<file path="config.mk">
export PLATFORM = sky130hd
export DESIGN_NAME = psr_ctrl
export DESIGN_NICKNAME = d
export VERILOG_FILES = /design/src/rtl/psr_pkg.sv /design/src/rtl/psr_ctrl.sv
export SDC_FILE = /design/constraint.sdc
export NUM_CORES = 1
export LEC_CHECK = 0
export ABC_AREA = 1
export BUFFER_PORTS_ARGS = -buffer_cell sky130_fd_sc_hd__buf_2
export CAP_MARGIN = 20
export CORE_MARGIN = 2
export CORE_UTILIZATION = 50
export DETAILED_ROUTE_END_ITERATION = 10
export PLACE_DENSITY = 0.77
export SLEW_MARGIN = 15
export SYNTH_ARGS = -nofsm -noshare
export SYNTH_HDL_FRONTEND = slang
export SYNTH_SLANG_ARGS = --single-unit
</file>
<file path="constraint.sdc">
create_clock -name clk -period 1.7 [get_ports clk]
set_input_delay 0 -clock clk [delete_from_list [all_inputs] [get_ports clk]]
set_output_delay 0 -clock clk [all_outputs]
set_load 0.05 [all_outputs]
</file>
<file path="src/rtl/psr_pkg.sv">
package psr_pkg;

	localparam int SCREEN_WIDTH_MAX  = 1024;
	localparam int SCREEN_HEIGHT_MAX = 768;
	localparam int MAX_SPRITE        = 8;
	localparam int NEAR_CLIP         = 8;

	localparam int STORE_SIZE = SCREEN_WIDTH_MAX * SCREEN_HEIGHT_MAX;
	localparam int AW         = $clog2(STORE_SIZE);

	localparam logic [15:0] DEPTH_RESET = 16'h8000;
	localparam logic [15:0] DEPTH_MAX   = 16'h7FFF;

	// view space accumulators and projection numerators
	localparam int T_W = 40;
	localparam int N_W = 60;
	localparam logic signed [T_W-1:0] NEAR_LIM = T_W'(NEAR_CLIP) <<< 22;

	// shared divider
	localparam int DIV_W     = 62;
	localparam int QW        = 16;
	localparam int QCW       = $clog2(QW + 1);
	localparam int IZI_SHIFT = 37;

	// sprite edge counters
	localparam int SZW = 4;

	// multiply sequence: nine dot-product terms, four numerator partials
	localparam int MAC_STEPS = 13;
	localparam int MAC_CW    = 4;

	localparam int CFG_IDX_W = 4;
	localparam logic [CFG_IDX_W-1:0] CFG_ORIGIN     = 4'd0;
	localparam logic [CFG_IDX_W-1:0] CFG_RIGHT      = 4'd1;
	localparam logic [CFG_IDX_W-1:0] CFG_UP         = 4'd2;
	localparam logic [CFG_IDX_W-1:0] CFG_FORWARD    = 4'd3;
	localparam logic [CFG_IDX_W-1:0] CFG_CENTER     = 4'd4;
	localparam logic [CFG_IDX_W-1:0] CFG_CLIP       = 4'd5;
	localparam logic [CFG_IDX_W-1:0] CFG_SCREEN     = 4'd6;
	localparam logic [CFG_IDX_W-1:0] CFG_SIZE_RULE  = 4'd7;

	localparam logic OP_DRAW = 1'b0;
	localparam logic OP_LOAD = 1'b1;

	typedef enum logic [3:0] {
		DP_NOP,
		DP_CLEAR,
		DP_LOAD,
		DP_LATCH,
		DP_MAC,
		DP_NEAR,
		DP_DIVU,
		DP_DIVV,
		DP_DIVZ,
		DP_TAKE,
		DP_CLIP,
		DP_FIT,
		DP_READ,
		DP_EMIT,
		DP_FLUSH
	} dp_op_t;

	typedef enum logic [1:0] {
		SEL_U,
		SEL_V,
		SEL_Z
	} div_sel_t;

	typedef struct packed {
		logic clear_done;
		logic mac_last;
		logic near_fail;
		logic div_done;
		logic win_fail;
		logic fit_drop;
		logic pix_end;
		logic emit_block;
		logic pend_v;
	} dp_status_t;

endpackage

</file>
<file path="src/rtl/psr_ctrl.sv">
module psr_ctrl import psr_pkg::*; (
	input  logic       clk,
	input  logic       arst_n,
	input  logic       in_valid,
	input  logic       opcode,
	output logic       in_ready,
	input  dp_status_t st,
	output dp_op_t     op
);

	typedef enum logic [3:0] {
		S_CLEAR,
		S_IDLE,
		S_MAC,
		S_NEAR,
		S_DU,
		S_WU,
		S_DV,
		S_WV,
		S_DZ,
		S_WZ,
		S_CLIP,
		S_FIT,
		S_RD,
		S_CMP,
		S_FLUSH
	} state_t;

	state_t state_q, state_d;
	logic   out_free;

	// a flush may go when the output word frees up; blocked emit says it does not
	assign out_free = !st.emit_block;
	assign in_ready = (state_q == S_IDLE);

	always_comb begin
		state_d = state_q;
		op      = DP_NOP;
		case (state_q)
			S_CLEAR: begin
				op = DP_CLEAR;
				if (st.clear_done) begin
					state_d = S_IDLE;
				end
			end
			S_IDLE: begin
				if (in_valid) begin
					if (opcode == OP_LOAD) begin
						op = DP_LOAD;
					end else begin
						op      = DP_LATCH;
						state_d = S_MAC;
					end
				end
			end
			S_MAC: begin
				op = DP_MAC;
				if (st.mac_last) begin
					state_d = S_NEAR;
				end
			end
			S_NEAR: begin
				op      = DP_NEAR;
				state_d = st.near_fail ? S_IDLE : S_DU;
			end
			S_DU: begin
				op      = DP_DIVU;
				state_d = S_WU;
			end
			S_WU: begin
				if (st.div_done) begin
					op      = DP_TAKE;
					state_d = S_DV;
				end
			end
			S_DV: begin
				op      = DP_DIVV;
				state_d = S_WV;
			end
			S_WV: begin
				if (st.div_done) begin
					op      = DP_TAKE;
					state_d = S_DZ;
				end
			end
			S_DZ: begin
				op      = DP_DIVZ;
				state_d = S_WZ;
			end
			S_WZ: begin
				if (st.div_done) begin
					op      = DP_TAKE;
					state_d = S_CLIP;
				end
			end
			S_CLIP: begin
				op      = DP_CLIP;
				state_d = st.win_fail ? S_IDLE : S_FIT;
			end
			S_FIT: begin
				op      = DP_FIT;
				state_d = st.fit_drop ? S_IDLE : S_RD;
			end
			S_RD: begin
				if (st.pix_end) begin
					state_d = S_FLUSH;
				end else begin
					op      = DP_READ;
					state_d = S_CMP;
				end
			end
			S_CMP: begin
				if (out_free) begin
					op      = DP_EMIT;
					state_d = S_RD;
				end
			end
			S_FLUSH: begin
				if (!st.pend_v) begin
					state_d = S_IDLE;
				end else if (!st.emit_block) begin
					op      = DP_FLUSH;
					state_d = S_IDLE;
				end
			end
			default: state_d = S_IDLE;
		endcase
	end

	always_ff @(posedge clk or negedge arst_n) begin
		if (!arst_n) begin
			state_q <= S_CLEAR;
		end else begin
			state_q <= state_d;
		end
	end

endmodule

</file>
Yosys cells after proc, flatten, opt, wreduce, memory -nomap -nowiden
Index checks and enable logic that the tools add are counted.
{ "totals": {"reg_bits": 4, "in_bits": 13, "output_inout_bits": 5} }
{ "op_classes": {"n_eq_ne": 23, "muxes": 23, "reduce_logical": 3} }
{ "ops": {"columns": ["op", "count"], "rows": [
  ["two-way mux 4 bit", 17],
  ["one-hot mux 4 bit (15 select lines)", 1],
  ["one-hot mux 4 bit (13 select lines)", 1],
  ["equality test 4 bit (second input constant)", 7],
  ["equality test 4 x 3 -> 1 bit (second input constant)", 4],
  ["!= test 2 bit (second input constant)", 8],
  ["AND reduction 9 bit", 1],
  ["equality test 4 x 2 -> 1 bit (second input constant)", 2],
  ["equality test 4 x 1 -> 1 bit (second input constant)", 1],
  ["logical NOT 4 bit", 1],
  ["two-way mux 2 bit", 2],
  ["two-way mux 3 bit", 1],
  ["!= test 3 bit (second input constant)", 1],
  ["OR reduction 3 bit", 1],
  ["two-way mux 1 bit", 1]
]} }

Logic depth before layout (Yosys ltp)
Gate-level depths: netlist of run 1.
{ "logic_depth": {"word_depth": 3, "ltp_mapped": 10} }

Worst setup path before layout of run 1
Ideal clock, no wire load.
{ "synth_path": {"path_type": "register to output", "startpoint": "register state_q[1]", "endpoint": "output port op[1]", "t_arrival_ns": 1.759, "t_required_ns": 1.700, "setup_slack_ns": -0.059, "stages_incl_launch_ff": 6, "n_path_buf": 0, "cell_sequence": "dfrtp_1 > inv_2 > nand2_1 > nor2_2 > nand2_1 > o2111ai_1"} }
{ "synth_between": {"elab_cells_between_ends": 17, "classes_between": "eq/ne: 14; mux: 1; reduce/logical: 2"} }
{ "synth_lines": {"columns": ["element", "line_no", "rtl"], "rows": [
  ["start, declared", "psr_ctrl.sv:29", "state_t state_q, state_d;"],
  ["start signal, assigned", "psr_ctrl.sv:134", "state_q <= state_d;"],
  ["equality test 4 x 1 -> 1 bit", null, null],
  ["named net in_ready", "psr_ctrl.sv:6", "output logic in_ready,"],
  ["one-hot mux 4 bit (13 select lines)", "psr_ctrl.sv:39", "case (state_q)"],
  ["end, declared", "psr_ctrl.sv:8", "output dp_op_t op"]
]} }
The timed path passes the listed nets, and every way through them passes these cells.

Worst setup path in the final report of run 1
{ "layout_path": {"startpoint": "register state_q[0]", "endpoint": "output port op[3]"} }
{ "layout_between": {"elab_chain_cells": 3, "elab_cells_between_ends": 17, "classes_between": "eq/ne: 14; mux: 1; reduce/logical: 2"} }
{ "layout_rtl": {"columns": ["element", "line_no"], "rows": [
  ["equality test 4 bit or equality test 4 x 3 -> 1 bit (tied branches)", "psr_ctrl.sv:39"],
  ["OR reduction 3 bit (no source line)", null],
  ["one-hot mux 4 bit (13 select lines) (*)", "psr_ctrl.sv:39"]
]} }
Every way passes the cells marked *; elsewhere a longest branch is shown, timed or not.

==> results of run 1 <==
## power by group
group | internal, mW | total (mW) | switching (mW)
clock | 0.0786 | 0.113 | 0.0339
sequential | 0.148 | 0.245 | 0.0966
combinational | 0.394 | 1.28 | 0.884
total | 0.621 | 1.63 | 1.01
## path summary, 6_finish.rpt
path | from | endpoint | slack (ps) | cells past startpoint
worst min register to register | state_q[1] | state_q[1] | 580 | 2
min in group clk | st[1] | state_q[3] | 160 | 4
worst max register to register | state_q[0] | state_q[1] | 330 | 6
worst max-delay path | state_q[0] | op[3] | 120 | 6
max in group asynchronous | arst_n | state_q[2] | 1460 | 2
worst min-delay path | arst_n | state_q[0] | 110 | 2
## kinds of logic after synthesis
kind of cell / share of synthesized area
AO/OA/AOI/OAI: 0.0491
buffers and inverters: 0.130
flip-flops: 0.151
AND/OR/NAND/NOR: 0.669
## layout by cell type (no fill, tap or decap)
cell	instances
a21oi_1	1
a22oi_1	1
buf_2	14
buf_4	3
clkbuf_4	4
dfrtp_2	4
dlygate4sd3_1	1
inv_1	17
inv_2	3
inv_4	1
nand2_1	38
nand2_2	8
nand3_1	14
nand3_2	4
nand3b_1	2
nand4_1	3
nor2_1	13
nor2_2	2
nor2_4	4
nor3_2	1
o2111ai_2	1
o21ai_0	1
o22ai_1	1
## cells in the mapped netlist
cell type	number
a21oi_1	1
a22oi_1	1
buf_4	1
dfrtp_1	4
inv_1	17
inv_2	4
nand2_1	38
nand2_2	8
nand3_1	14
nand3_2	4
nand3b_1	2
nand4_1	3
nor2_1	13
nor2_2	4
nor2_4	2
nor3_2	1
o2111ai_1	1
o21ai_0	1
o22ai_1	1
## critical path, stage by stage, from the launching register on
cell	delay (ps)
dfrtp_2	470
nor2_1	310
nand3b_1	160
nand2_1	90
nor2_1	50
nand3_1	70
buf_4	190
## metal layers
| metal | wire (µm) | vias up |
|---|---|---|
| met5 | 0 | - |
| met4 | 14 | 0 |
| met3 | 73 | 2 |
| met2 | 835 | 21 |
| met1 | 791 | 377 |
| li1 | - | 426 |
## repair_timing
action | 4_1_cts | 5_1_grt
pin swaps | 0 | 0
resized for setup | 1 | 10
endpoints found under the hold margin | 4 | 0
hold buffers | 1 | 0
cloned | 0 | 0
endpoints found under the setup margin | 2 | 4
## through the flow
step           hold WS, ps  total power [mW]  setup WS, ps
2_1_floorplan         -296              1.20           148
3_3_place_gp          -192              1.45           237
3_5_place_dp          -190              1.45           243
4_1_cts               98.8              1.58          5.97
5_1_grt                132              1.78          7.50
6_report               109              1.63           116
## cell type report
| class | instances | area [µm²] | share of cell area |
|---|---|---|---|
| Tap cell | 15 | 18.8 | 0.0226 |
| Timing Repair Buffer | 19 | 110 | 0.133 |
| Sequential cell | 4 | 105 | 0.127 |
| Clock buffer | 3 | 22.5 | 0.0271 |
| Inverter | 21 | 81.3 | 0.0980 |
| Multi-Input combinational cell | 94 | 492 | 0.593 |
==> metrics.csv, run 1 <==
stage,metric,value,unit
worst_setup_path,critical path peak fanout,8,
floorplan,Die Wd,40.4,µm
sta,worst slew pin tran,349,ps
cells_and_area,"Core Util, Final",0.654,
logic_synthesis,Synth area leaders,"nand2_1 (22%), dfrtp_1 (15%), nand3_1 (11%)",
clock_network,clock buffer depth,2,
cells_and_area,fillers,142,
clock_network,Clock Pin Slew Worst Setup and Hold Paths,40,ps
sta,"Setup violations, final",0,
floorplan,I/O pins,18,
grt,met2 global-route usage,0.417,
placement,placer's final routability congestion estimate,0.940,
grt,GR peak layer,met2,
logic_synthesis,share of the synthesized area in the top cell type,0.216,
grt,antenna violations before repair,0,
logic_synthesis,yosys warns,0,
grt,grt total ovfl,0,
logic_synthesis,register area share after synthesis,0.151,
grt,gr usage total,0.244,
placement,Port Buf Inserts,17,
cells_and_area,layout cells sized above 1,0.348,
cells_and_area,Largest regs,state_q (4),
grt,vias in the first global route,649,
drt,drt pass-1 iters,4,
drt,drt drc,0,
power,power per cell area,1970,mW/mm²
sta,Rel. slew slack,0.766,
clock_network,CTS tree,yes,
worst_setup_path,Worst Path Arrival,1580,ps
cells_and_area,# diodes,0,
clock_network,CTS sink cnt,4,
grt,grt met3 use,0.0333,
logic_synthesis,Synthesized Nets,133,
sta,period utilization,0.932,
floorplan,initial core utilization,0.522,
drt,routed length per instance,11.0,µm
logic_synthesis,post-synth cell types,19,
cells_and_area,area grow syn2layout,25.3,%
power,Leak,0.468,nW
worst_setup_path,kind of critical path,reg2out,
cells_and_area,cell area after layout,830,µm²
worst_setup_path,Worst EP required,1700,ps
drt,Routed Antenna Nets,0,
floorplan,die area,0.00163,mm²
drt,vias after detailed routing,826,
logic_synthesis,post-synth top area cell,nand2_1,
clock_network,Skew-Pair Late Insertion Delay,230,ps
logic_synthesis,cell area after synthesis,662,µm²
flow_run,Max Cap Violations,0,
logic_synthesis,post-synthesis register bit count,4,
run_status,status,finished clean,
clock_network,cts bufs inserted,3,
grt,GRT met1 Usage,0.331,
power,Peak VDD IR,0.977,mV
floorplan,Core Area,0.00127,mm²
clock_network,root buffer cell,clkbuf_4,
sta,Final Critical Period,1580,ps
placement,placed inst area,777,µm²
floorplan,row cnt,13,
cells_and_area,Final nets,156,
sta,"Hold Vio Cnt, Final",0,
clock_network,post-CTS setup buffers,0,
sta,RSZ-0062 raised after global routing,false,
placement,HPWL after DPL,1450,µm
grt,largest net degree at the start of global routing,9,
worst_hold_path,Hold Path Class,in2async,
logic_synthesis,syn avg cell area,5.52,µm²
sta,fin. max-slew vios,0,
floorplan,Die Y,40.4,µm
cells_and_area,Biggest register,state_q,
clock_network,H-tree depth,1,
placement,dpl cells,152,
cells_and_area,max reg flops,4,
drt,DRT Wirelength,1710,µm
sta,Fin Setup TNS,0,ps
sta,skew final,0.321,ps
drt,DR iter-0 viols,30,
grt,global-route wire length before repair,2700,µm
cells_and_area,Non-Filler Instances,156,
drt,vias per cell,5.29,
worst_setup_path,crit path capture type,output port,
sta,fmax,631,MHz
worst_setup_path,startpoint types,flop,
logic_synthesis,Post-Syn Instances,120,
Power figures use the tool's default switching activity.
==> run 2, diff against run 1 <==
Settings changed: ABC_AREA 1 to not set, CORE_AREA set to 2 2 39 41, CORE_MARGIN 2 to not set, CORE_UTILIZATION 50 to not set, CTS_BUF_LIST set to sky130_fd_sc_hd__clkbuf_2 sky130_fd_sc_hd__clkbuf_4 sky130_fd_sc_hd__clkbuf_8, DIE_AREA set to 0 0 41 43, PLACE_DENSITY 0.77 to 0.7.
==> metrics.csv, run 2 <==
stage,metric,value,unit,change
clock_network,clock buffer depth,2,,unchanged
clock_network,root buffer cell,clkbuf_4,,unchanged
logic_synthesis,Post-synth EDFFs,0,,unchanged
placement,HPWL after DPL,1290,µm,was 1450 µm
logic_synthesis,Synth Flop Type,dfrtp_1,,unchanged
sta,skew final,1.73,ps,was 0.321 ps
floorplan,Die Y,43,µm,was 40.4 µm
cells_and_area,area grow syn2layout,54.5,%,was 25.3%
floorplan,initial core utilization,0.421,,was 0.522
worst_hold_path,Hold Path Class,in2async,,unchanged
worst_setup_path,critical path peak fanout,6,,was 8
logic_synthesis,post-synth cell types,32,,was 19
placement,placer's final routability congestion estimate,0.835,,was 0.940
logic_synthesis,Synthesized Nets,89,,was 133
cells_and_area,# diodes,0,,unchanged
floorplan,row cnt,14,,was 13
grt,largest net degree at the start of global routing,13,,was 9
cells_and_area,Biggest register,state_q,,unchanged
power,Clock power frac,0.052,,was 0.069
sta,period utilization,1.02,,was 0.932
sta,Hold WS,97.8,ps,was 109 ps
sta,"Hold Vio Cnt, Final",0,,unchanged
logic_synthesis,Synth async-reset ratio,1.00,,unchanged
worst_setup_path,kind of critical path,reg2out,,unchanged
grt,vias in the first global route,684,,was 649
grt,grt total ovfl,0,,unchanged
power,total power draw,2.29,mW,was 1.63 mW
grt,antenna violations before repair,0,,unchanged
clock_network,cts bufs inserted,3,,unchanged
clock_network,Skew-Pair Late Insertion Delay,240,ps,was 230 ps
floorplan,Die Wd,41,µm,was 40.4 µm
floorplan,I/O pins,18,,unchanged
drt,DR iter-0 viols,8,,was 30
clock_network,CTS tree,yes,,unchanged
drt,drt drc,0,,unchanged
cells_and_area,max reg flops,4,,unchanged
worst_setup_path,critical path cell sequence,"buf_6, nand3b_1, a21oi_2, nor2_2, a221oi_2, buf_6",,"was nor2_1, nand3b_1, nand2_1, nor2_1, nand3_1, buf_4"
cells_and_area,layout cells sized above 1,0.500,,was 0.348
sta,Fin Setup TNS,-68.9,ps,was 0 ps
grt,grt met3 use,0.0314,,was 0.0333
placement,placed inst area,748,µm²,was 777 µm²
worst_setup_path,Worst Path Arrival,1740,ps,was 1580 ps
grt,gr usage total,0.233,,was 0.244
sta,RSZ-0062 raised after global routing,true,,was false
logic_synthesis,Post-Syn Instances,76,,was 120
placement,Port Buf Inserts,17,,unchanged
worst_setup_path,"Largest stage delay, worst path",430,ps,was 470 ps
logic_synthesis,Synth area leaders,"dfrtp_1 (17%), a31oi_1 (6.4%), a21oi_1 (6.0%)",,"was nand2_1 (22%), dfrtp_1 (15%), nand3_1 (11%)"
flow_run,Max Cap Violations,0,,unchanged
clock_network,H-tree depth,1,,unchanged
logic_synthesis,share of the synthesized area in the top cell type,0.172,,was 0.216
cells_and_area,most frequent cells in the layout,"buf_4 (14), buf_2 (13), a21oi_1 (6), buf_6 (6)",,"was nand2_1 (38), inv_1 (17), nand3_1 (14), buf_2 (14), nor2_1 (13)"
floorplan,die area,0.00176,mm²,was 0.00163 mm²
worst_setup_path,Most common cell on crit path,buf_6,,was nor2_1
worst_setup_path,startpoint types,flop,,unchanged
logic_synthesis,cell area after synthesis,583,µm²,was 662 µm²
power,Internal Power,1.11,mW,was 0.621 mW
drt,DRT Wirelength,1830,µm,was 1710 µm
floorplan,Core Area,0.00138,mm²,was 0.00127 mm²
logic_synthesis,Commonest cells post-synth,"a21oi_1 (7), a31oi_1 (6), nand2_1 (5), nor2_1 (5), nor2b_1 (5)",,"was nand2_1 (38), inv_1 (17), nand3_1 (14)"
cells_and_area,Final nets,121,,was 156
power,Peak VDD IR,1.56,mV,was 0.977 mV
power,Leak,0.381,nW,was 0.468 nW
logic_synthesis,register area share after synthesis,0.172,,was 0.151
power,Comb pwr share,0.836,,was 0.782
sta,worst slew pin tran,506,ps,was 349 ps
logic_synthesis,syn avg cell area,7.67,µm²,was 5.52 µm²
sta,setup ws final,-39.7,ps,was 116 ps
power,share of power burned in registers,0.112,,was 0.150
logic_synthesis,post-synthesis register bit count,4,,unchanged
worst_setup_path,Worst EP required,1700,ps,about the same
power,power per cell area,2540,mW/mm²,was 1970 mW/mm²
power,NetSw,1.18,mW,was 1.01 mW
drt,Routed Antenna Nets,0,,unchanged
worst_setup_path,Crit-path slowest cell,dfrtp_2,,unchanged
sta,Rel. slew slack,0.662,,was 0.766
drt,drt pass-1 iters,4,,unchanged
grt,met2 global-route usage,0.394,,was 0.417
grt,GR peak layer,met2,,unchanged
drt,routed length per instance,15.0,µm,was 11.0 µm
clock_network,Clock Pin Slew Worst Setup and Hold Paths,40,ps,about the same
logic_synthesis,post-synth top area cell,dfrtp_1,,was nand2_1
clock_network,CTS sink cnt,4,,unchanged
grt,global-route wire length before repair,2840,µm,was 2700 µm
sta,fmax,575,MHz,was 631 MHz
run_status,status,finished with violations,,was finished clean
drt,vias per cell,5.81,,was 5.29
cells_and_area,cell area after layout,901,µm²,was 830 µm²
sta,Final Critical Period,1740,ps,was 1580 ps
cells_and_area,"most common cell after layout, fill and taps aside",buf_4,,was nand2_1
sta,"Setup violations, final",2,,was 0
cells_and_area,Largest regs,state_q (4),,unchanged
logic_synthesis,"count leader, synth",a21oi_1,,was nand2_1
sta,fin. max-slew vios,0,,unchanged
worst_setup_path,crit path capture type,output port,,unchanged
drt,vias after detailed routing,709,,was 826
grt,GRT met1 Usage,0.295,,was 0.331
run_status,failing checks,setup timing,,
power,Switching Share,0.514,,was 0.620
logic_synthesis,yosys warns,0,,unchanged
-- run 2: cell types whose count changed in the layout (fill, tap and decap cells not counted), sizes merged, moves of 5 or more --
cell	change
a21oi	+6
nor2	-14
nand2	-41
inv	-19
buf	+16
a31oi	+6
nor2b	+5
nand3	-16
-- run 2: worst max-delay path, delay by kind of cell, from the launching register on --
| family | cells | cell delay, ps |
|---|---|---|
| compound gates | 2 | 490 |
| flops | 1 | 430 |
| buf+inv | 2 | 340 |
| simple gates | 2 | 230 |
-- run 2: worst paths after layout --
kind	startpoint	endpoint	slack, ps	cells after the start
max	state_q[0]	op[3]	-40	6
min	arst_n	state_q[1]	100	2
max reg2reg	state_q[0]	state_q[0]	20	5
min reg2reg	state_q[1]	state_q[2]	740	2
max in group asynchronous	arst_n	state_q[0]	1480	2
min in group clk	st[3]	state_q[2]	170	4
-- run 2: repair_timing --
item,4_1_cts,5_1_grt
setup endpoints to repair,3,6
endpoints found under the hold margin,4,0
gates resized for setup,14,6
hold buffers,1,0
setup buffers,5,0
pin swaps,2,3
-- run 2: kinds of logic (layout without fill, tap and decap cells) --
family,count (synthesis),count (layout),share of synthesized area
AND/OR/NAND/NOR,32,32,0.315
AO/OA/AOI/OAI,28,28,0.352
flip-flops,4,4,0.172
buffers and inverters,9,39,0.0923
multiplexers,3,3,0.0687
-- run 2: power groups by stage --
| stage | Clock (mW) | Combinational, mW | Sequential [mW] |
|---|---|---|---|
| 3_5_place_dp | 0 | 1.58 | 0.242 |
| 4_1_cts | 0.120 | 1.84 | 0.241 |
| 5_1_grt | 0.129 | 2.03 | 0.265 |
| 6_report | 0.118 | 1.91 | 0.257 |
| 3_3_place_gp | 0 | 1.55 | 0.238 |
| 2_1_floorplan | 0 | 1.27 | 0.183 |
-- run 2: layer usage --
| metal | share of wire | vias to the layer above |
|---|---|---|
| met4 | 0.010 | 0 |
| met3 | 0.028 | 2 |
| met1 | 0.44 | 337 |
| met2 | 0.52 | 20 |
| li1 | - | 350 |
| met5 | 0 | - |
-- run 2: final cells by class --
class	instances	area [µm²]
multi-input combinational	63	502
fill	128	483
timing repair buffer	34	248
sequential	4	101
clock buffer	3	22.5
tap	16	20.0
inverter	2	7.51
-- run 2: through the flow --
step                      instances  setup WS, ps  utilization
after CTS                       122         -16.4        0.630
after global placement          113           135        0.541
after detailed placement        113          77.5        0.541
after floorplan                  76         -84.0            -
after global routing            122          -109        0.651
final                           122         -39.7        0.651
